[config.mk]
export PLATFORM = sky130hd
export DESIGN_NAME = caching_lock_client_table
export DESIGN_NICKNAME = d
export VERILOG_FILES = /design/src/rtl/clt_pkg.sv /design/src/rtl/caching_lock_client_table.sv /design/src/rtl/clt_ram.sv /design/src/rtl/clt_decide.sv
export SDC_FILE = /design/constraint.sdc
export NUM_CORES = 1
export LEC_CHECK = 0
export BUFFER_PORTS_ARGS = -buffer_cell sky130_fd_sc_hd__buf_2
export CAP_MARGIN = 20
export CORE_ASPECT_RATIO = 1.2
export CORE_UTILIZATION = 60
export DETAILED_ROUTE_END_ITERATION = 8
export PLACE_DENSITY_LB_ADDON = 0.3
export SLEW_MARGIN = 30
export SYNTH_ARGS = -nofsm -noshare
export SYNTH_HDL_FRONTEND = slang
export SYNTH_HIERARCHICAL = 1
export SYNTH_SLANG_ARGS = --single-unit
[constraint.sdc]
create_clock -name clock -period 20.2 [get_ports clock]
set_input_delay 0 -clock clock [delete_from_list [all_inputs] [get_ports clock]]
set_output_delay 0 -clock clock [all_outputs]
set_load 0.01 [all_outputs]
[src/rtl/clt_pkg.sv]
// Shared types and codes for the caching lock client table.
// Request and response beats, table entry layout and the per-event update.
// No dependencies.
`default_nettype none
package clt_pkg;

   localparam int CLT_NUM_LOCKS = 64;
   localparam int CMD_W         = 3;
   localparam int ID_W          = 6;
   localparam int ACT_W         = 3;
   localparam int STATE_W       = 3;

   localparam logic [CMD_W-1:0] CMD_ACQUIRE       = 3'd0;
   localparam logic [CMD_W-1:0] CMD_ACQUIRE_REPLY = 3'd1;
   localparam logic [CMD_W-1:0] CMD_RELEASE       = 3'd2;
   localparam logic [CMD_W-1:0] CMD_REVOKE        = 3'd3;
   localparam logic [CMD_W-1:0] CMD_RETRY_GRANT   = 3'd4;
   localparam logic [CMD_W-1:0] CMD_RELEASE_DONE  = 3'd5;

   localparam logic [ACT_W-1:0] ACT_NONE      = 3'd0;
   localparam logic [ACT_W-1:0] ACT_GRANTED   = 3'd1;
   localparam logic [ACT_W-1:0] ACT_WAIT      = 3'd2;
   localparam logic [ACT_W-1:0] ACT_SEND_ACQ  = 3'd3;
   localparam logic [ACT_W-1:0] ACT_SEND_REL  = 3'd4;
   localparam logic [ACT_W-1:0] ACT_NOT_FOUND = 3'd5;

   localparam logic [STATE_W-1:0] ST_NONE      = 3'd0;
   localparam logic [STATE_W-1:0] ST_FREE      = 3'd1;
   localparam logic [STATE_W-1:0] ST_LOCKED    = 3'd2;
   localparam logic [STATE_W-1:0] ST_ACQUIRING = 3'd3;
   localparam logic [STATE_W-1:0] ST_RELEASING = 3'd4;
   localparam logic [STATE_W-1:0] ST_RETRY     = 3'd5;

   typedef struct packed {
      logic [CMD_W-1:0] command;
      logic [ID_W-1:0]  lock_id;
      logic             reply_ok;
   } req_type;

   typedef struct packed {
      logic [ACT_W-1:0] action;
      logic             wake_waiters;
      logic [ID_W-1:0]  lock_out;
   } rsp_type;

   typedef struct packed {
      logic [STATE_W-1:0] state;
      logic               revoked;
   } entry_type;

   localparam int ENTRY_W = $bits(entry_type);

   typedef struct packed {
      logic             we;
      entry_type        entry;
      logic [ACT_W-1:0] action;
      logic             wake;
   } upd_type;

endpackage
`default_nettype wire

[src/rtl/caching_lock_client_table.sv]
// Caching lock client table: one event in, one action out.
// Path: an accepted beat is registered into stage one, then its response into the rsp_valid/rsp_beat registers.
// Throughput: one beat per cycle; busy stays low, the table RAM read and write ports set the pace.
// Reset: synchronous, clears all known bits, so every lock reads as unknown; no clearing pass.
// The receiver cannot stall: each response is on rsp_beat for exactly one cycle.
`default_nettype none
module caching_lock_client_table
   import clt_pkg::*;
#(
   parameter int NUM_LOCKS = CLT_NUM_LOCKS
) (
   input  wire logic    clock,
   input  wire logic    reset,
   input  wire logic    start,
   output logic         busy,
   input  wire req_type req_beat,
   output logic         rsp_valid,
   output rsp_type      rsp_beat
);

   localparam int DEPTH = (NUM_LOCKS < (1 << ID_W)) ? NUM_LOCKS : (1 << ID_W);
   localparam int IDX_W = $clog2(DEPTH);

   logic                  accept;
   logic                  s1_valid_ff;
   req_type               s1_req_ff;
   logic [IDX_W-1:0]      s1_idx;
   logic                  s1_in_range;
   logic [DEPTH-1:0]      known_ff;
   logic [DEPTH-1:0]      known_in;
   logic                  byp_valid_ff;
   logic [IDX_W-1:0]      byp_idx_ff;
   entry_type             byp_entry_ff;
   logic [ENTRY_W-1:0]    ram_rdata;
   entry_type             cur_entry;
   upd_type               upd;
   logic                  do_write;
   logic                  rsp_valid_ff;
   rsp_type               rsp_beat_ff;

   assign busy   = 1'b0;
   assign accept = start & ~busy;

   assign s1_idx      = s1_req_ff.lock_id[IDX_W-1:0];
   assign s1_in_range = 32'(s1_req_ff.lock_id) < NUM_LOCKS;
   assign cur_entry   = (byp_valid_ff && byp_idx_ff == s1_idx) ? byp_entry_ff
                                                               : entry_type'(ram_rdata);
   assign do_write    = s1_valid_ff & upd.we;

   clt_ram #(
      .WIDTH(ENTRY_W),
      .DEPTH(DEPTH)
   ) u_ram (
      .clock (clock),
      .we    (do_write),
      .waddr (s1_idx),
      .wdata (upd.entry),
      .raddr (req_beat.lock_id[IDX_W-1:0]),
      .rdata (ram_rdata)
   );

   clt_decide u_decide (
      .command  (s1_req_ff.command),
      .reply_ok (s1_req_ff.reply_ok),
      .in_range (s1_in_range),
      .known    (known_ff[s1_idx]),
      .entry    (cur_entry),
      .upd      (upd)
   );

   always_comb begin
      known_in = known_ff;
      if (do_write) begin
         known_in[s1_idx] = 1'b1;
      end
   end

   always_ff @(posedge clock) begin
      if (reset) begin
         s1_valid_ff  <= 1'b0;
         byp_valid_ff <= 1'b0;
         rsp_valid_ff <= 1'b0;
         known_ff     <= '0;
      end else begin
         s1_valid_ff  <= accept;
         byp_valid_ff <= do_write;
         rsp_valid_ff <= s1_valid_ff;
         known_ff     <= known_in;
      end
      s1_req_ff             <= req_beat;
      byp_idx_ff            <= s1_idx;
      byp_entry_ff          <= upd.entry;
      rsp_beat_ff.action       <= upd.action;
      rsp_beat_ff.wake_waiters <= upd.wake;
      rsp_beat_ff.lock_out     <= s1_req_ff.lock_id;
   end

   assign rsp_valid = rsp_valid_ff;
   assign rsp_beat  = rsp_beat_ff;

`ifndef ASSERT_OFF
   a_rsp_follows_stage: assert property (@(posedge clock) disable iff (reset)
      rsp_valid == $past(s1_valid_ff))
      else $error("response strobe out of step with stage one");

   a_rsp_lock_matches: assert property (@(posedge clock) disable iff (reset)
      rsp_valid |-> rsp_beat.lock_out == $past(req_beat.lock_id, 2))
      else $error("response lock index does not match accepted beat");

   a_no_wake_on_miss: assert property (@(posedge clock) disable iff (reset)
      rsp_valid |-> !(rsp_beat.action == ACT_NOT_FOUND && rsp_beat.wake_waiters))
      else $error("wake raised on not_found");

   a_write_marks_known: assert property (@(posedge clock) disable iff (reset)
      do_write |=> known_ff[$past(s1_idx)])
      else $error("written entry not marked known");
`endif

endmodule
`default_nettype wire

[src/rtl/clt_ram.sv]
// Generic single-write, single-read RAM with registered read data.
// No dependencies.
`default_nettype none
module clt_ram #(
   parameter int WIDTH = 4,
   parameter int DEPTH = 64
) (
   input  wire logic                     clock,
   input  wire logic                     we,
   input  wire logic [$clog2(DEPTH)-1:0] waddr,
   input  wire logic [WIDTH-1:0]         wdata,
   input  wire logic [$clog2(DEPTH)-1:0] raddr,
   output logic      [WIDTH-1:0]         rdata
);

   logic [WIDTH-1:0] mem_ff [DEPTH];
   logic [WIDTH-1:0] rdata_ff;

   always_ff @(posedge clock) begin
      if (we) begin
         mem_ff[waddr] <= wdata;
      end
      rdata_ff <= mem_ff[raddr];
   end

   assign rdata = rdata_ff;

endmodule
`default_nettype wire

[src/rtl/clt_decide.sv]
// Per-event decision: next entry, write enable, action and wake flag.
// Depends on clt_pkg.
`default_nettype none
module clt_decide
   import clt_pkg::*;
(
   input  wire logic [CMD_W-1:0] command,
   input  wire logic             reply_ok,
   input  wire logic             in_range,
   input  wire logic             known,
   input  wire entry_type        entry,
   output upd_type              upd
);

   entry_type cur;

   always_comb begin
      cur = known ? entry : entry_type'{state: ST_NONE, revoked: 1'b0};
      upd = '0;
      upd.entry  = cur;
      upd.action = ACT_NONE;
      if (!in_range) begin
         upd.action = ACT_NOT_FOUND;
      end else begin
         case (command)
            CMD_ACQUIRE: begin
               upd.we = 1'b1;
               if (cur.state == ST_FREE || cur.state == ST_RETRY) begin
                  upd.entry.state = ST_LOCKED;
                  upd.action      = ACT_GRANTED;
               end else if (cur.state == ST_NONE) begin
                  upd.entry.state = ST_ACQUIRING;
                  upd.action      = ACT_SEND_ACQ;
               end else begin
                  upd.action = ACT_WAIT;
               end
            end
            CMD_ACQUIRE_REPLY: begin
               upd.we = 1'b1;
               if (reply_ok || cur.state == ST_FREE || cur.state == ST_RETRY) begin
                  upd.entry.state = ST_LOCKED;
                  upd.action      = ACT_GRANTED;
               end else begin
                  upd.action = ACT_WAIT;
               end
            end
            CMD_RELEASE: begin
               if (!known) begin
                  upd.action = ACT_NOT_FOUND;
               end else if (!cur.revoked) begin
                  upd.we          = 1'b1;
                  upd.entry.state = ST_FREE;
                  upd.wake        = 1'b1;
               end else begin
                  upd.we          = 1'b1;
                  upd.entry.state = ST_RELEASING;
                  upd.action      = ACT_SEND_REL;
               end
            end
            CMD_REVOKE: begin
               upd.we = 1'b1;
               if (cur.state == ST_FREE) begin
                  upd.entry.state = ST_RELEASING;
                  upd.action      = ACT_SEND_REL;
               end else if (cur.state == ST_LOCKED || cur.state == ST_ACQUIRING ||
                            cur.state == ST_RETRY) begin
                  upd.entry.revoked = 1'b1;
               end
            end
            CMD_RETRY_GRANT: begin
               upd.we          = 1'b1;
               upd.entry.state = ST_RETRY;
               upd.wake        = 1'b1;
            end
            CMD_RELEASE_DONE: begin
               upd.we            = 1'b1;
               upd.entry.state   = ST_NONE;
               upd.entry.revoked = 1'b0;
               upd.wake          = 1'b1;
            end
            default: begin
               upd.action = ACT_NONE;
            end
         endcase
      end
   end

endmodule
`default_nettype wire
==> impl_metrics.tcl <==
set metrics [dict create \
    synth_most_common_cell "edfxtp_1" \
    path_class "flip-flop to flip-flop" \
    syn-num-nets 950 \
    drt-vias-per-instance 6.47 \
    clk_pin_slew_ns 0.06 \
    multi_input_area_um2 4310 \
    diodes 0 \
    slew_headroom_pct 33.5 \
    drc_errors 0 \
    ys_types 76 \
    tns_ns 0 \
    hold_path.startpoint "reset" \
    synth_top_area_share_pct 53.7 \
    fill_cells 1590 \
    detail_route.first_pass.iterations 5 \
    path_cells "buf_4 -> nor2b_1 -> a22oi_1 -> o221ai_1 -> a22oi_1 -> nand4_1 -> nor2_1 -> o21ai_0 -> and2_1 -> nand2_1 -> inv_1 -> nand4_1 -> nor2_1" \
    timing.critical_path.fanout_max 20 \
    yosysTopAreaCell "edfxtp_1" \
    finalWirelength_um 30600 \
    die_height_um 171 \
    synth_edf_count 256 \
    drv_cap 0 \
    crit_required_ns 20.35 \
    gp_congestion 0.897 \
    yosysWarnings 6 \
    fp.dieW_um 143 \
    seq_area_frac_synth_pct 67.0 \
    grt_pass1_wl_um 47300 \
    cts_made_buffers 35 \
    critPathLaunchType "flip-flop" \
    cts_resized 0 \
    crit_arrival_ns 5.33 \
    yosys-top-cells-count "256 x edfxtp_1, 153 x nor2_1, 95 x dfxtp_1, 68 x a21oi_1, 48 x mux4_2" \
    cts_tree "built" \
    power_mw 1.53 \
    pre_cts_slack_ns 15.21 \
    wire_per_inst_um 23.5 \
    nets 972 \
    final_layout_size_suffix_gt1_share_pct 17.5 \
    ant_nets 0 \
    worst-r2r-setup-slack_ns 15.02 \
    tightestPinTransition_ns 0.997 \
    grt_pass1_vias 8177 \
    dp.cells 1228 \
    r2r_cells 13 \
    num_rows 61 \
    synthArstFlopShare_pct 0 \
    grt-ovfl-total 0 \
    r2r_start "s1_idx[2]$_DFF_P_" \
    grt_max_degree 67 \
    syn_area_um2 14300 \
    cts_htree_levels 2 \
    whs_endpoint "known_ff[22]$_SDFFE_PP0P_" \
    syn_area_per_cell_um2 15.3 \
    peakVddDrop_mv 0.0734 \
    r2r-end "u_ram/mem_ff[39][0]$_DFFE_PP_" \
    synth_ff_type "edfxtp_1" \
    hold_class "input pin to flip-flop" \
    cp_slowest_cell "dfxtp_1" \
    whs_ns 0.0147 \
    layout_setup_ws_ns 15.02 \
    finalHoldViolCount 0 \
    ios 25 \
    setup_viol 0 \
    drv_slew 0 \
    synth_cells 937 \
    fmax_mhz 193 \
    drt_iter0_drc 758 \
    initial_utilization_pct 61.5 \
    yosys-top-cells-area "edfxtp_1 54%, dfxtp_1 13%, mux4_2 7.6%, nor2_1 4.0%, mux4_1 3.7%" \
    clk_path_buf_depth 3 \
    p_per_area_nw_per_um2 96.8 \
    antenna_found_initial 0 \
    final_cells 1299 \
    cp.buffers_inverters 2 \
    die_area_um2 24500 \
    cellLeakagePower_nw 5.28 \
    period_share_pct 25.7 \
    worstSkewPairLatency_ns 0.51 \
    place_hpwl_um 18800 \
    grt_setup_unrepaired "false" \
    num_vias 8399 \
    whs_path_depth 2 \
    grt_usage_pct 26.1 \
    regArea_um2 9590 \
    status "finished clean" \
    clock_skew_ns 0.0161 \
    ys_seq_elements 351 \
    core_um2 23300 \
    port_buffers 23 \
    root_buffer "clkbuf_16" \
    endpoint_kind "flip-flop" \
    critPathMaxStageDelay_ns 0.81 \
    critPathTopFamily "simple AND/OR/NAND/NOR gates" \
    cts.sinks 351 \
    syn_to_final_growth_pct 10.3 \
    finalWorstPathRequiredPeriod_ns 5.18 \
]
-- stage by stage --
step / instance area, um2 / utilization, %
2_1_floorplan: 14300 / -
3_3_place_gp: 14500 / 62.3
3_5_place_dp: 14500 / 62.3
4_1_cts: 15800 / 67.8
5_1_grt: 15800 / 67.8
6_report: 15800 / 67.8
-- routing by layer --
layer / GRT usage, % / vias to the layer above / part of all wire, %
li1: - / 3680 / -
met1: 33.4 / 4203 / 38
met2: 43.7 / 423 / 50
met3: 4.57 / 93 / 8.2
met4: 12.3 / 0 / 4.3
met5: 0 / - / 0
-- cells in the final DEF (no fill, tap or decap), drive strengths merged, types with 6 or more instances in the layout --
master,instances
edfxtp,256
nor2,153
dfxtp,95
a21oi,68
mux4,68
clkbuf,43
buf,30
nand2,20
nor2b,15
nand3,14
mux2,14
a22oi,13
clkinv,13
nand2b,12
nor3,11
o21ai,10
o221ai,9
mux2i,9
dlygate4sd3,9
inv,9
a31oi,7
a22o,6
o22ai,6
nand3b,6
a221oi,6
-- flip-flops by register name (all words and copies together) (netlist names) --
register      count
s1_idx            6
s1_valid_ff       1
known_ff         64
rsp_beat         10
byp_entry_ff      4
byp_valid_ff      1
rsp_valid         1
u_ram/rdata       4
s1_req_ff         4
u_ram/mem_ff    256
-- report_power, final --
group | internal (mW) | leakage (nW) | total (mW) | switching, mW
clock network | 0.405 | 0.575 | 0.663 | 0.259
logic | 0.0288 | 1.58 | 0.0776 | 0.0489
registers | 0.780 | 3.13 | 0.788 | 0.00827
-- cells by family after synthesis --
| logic type | share of synthesized area (%) |
|---|---|
| AOI/OAI and AO/OA | 7.12 |
| xor gates and xnor gates | 0.367 |
| buffers and inverters | 3.11 |
| DFF | 67.0 |
| muxes | 13.0 |
| other | 0.0525 |
| and+or+nand+nor | 9.31 |
-- worst reg2reg max path: stages, from the launching register on --
cell      delay [ns]
dfxtp_1         0.81
buf_4           0.39
nor2b_1         0.39
a22oi_1         0.15
o221ai_1        0.19
a22oi_1         0.12
nand4_1         0.42
nor2_1          0.12
o21ai_0         0.18
and2_1          0.21
nand2_1         0.26
inv_1           0.29
nand4_1         0.71
nor2_1          0.61
-- cell type report --
| cell class | count | share of cell area, % |
|---|---|---|
| clock buffers | 43 | 6.13 |
| clock inverters | 19 | 1.42 |
| inverters | 10 | 0.238 |
| multi-input cells | 522 | 27.3 |
| flip-flops and latches | 351 | 60.8 |
| well taps | 315 | 2.50 |
| repair buffers | 39 | 1.69 |
-- worst max path at each step --
stage	from	to	slack (ns)	cells past startpoint
floorplan	s1_idx[5]$_DFF_P_	u_ram/mem_ff[0][2]$_DFFE_PP_	13.63	8
global placement	s1_idx[2]$_DFF_P_	u_ram/mem_ff[46][0]$_DFFE_PP_	15.39	14
detailed placement	s1_idx[2]$_DFF_P_	u_ram/mem_ff[46][1]$_DFFE_PP_	15.21	14
CTS	s1_idx[2]$_DFF_P_	u_ram/mem_ff[46][3]$_DFFE_PP_	15.16	14
global route	s1_idx[2]$_DFF_P_	u_ram/mem_ff[46][0]$_DFFE_PP_	14.71	14
finish	s1_idx[2]$_DFF_P_	u_ram/mem_ff[39][0]$_DFFE_PP_	15.02	13
-- what timing repair did --
action | in CTS | in global routing
hold buffers | 9 | 0
endpoints found under the setup margin | 0 | 0
buffers inserted | 0 | 0
hold endpoints to repair | 10 | 0
No activity file was read; power rests on OpenSTA's default activity.
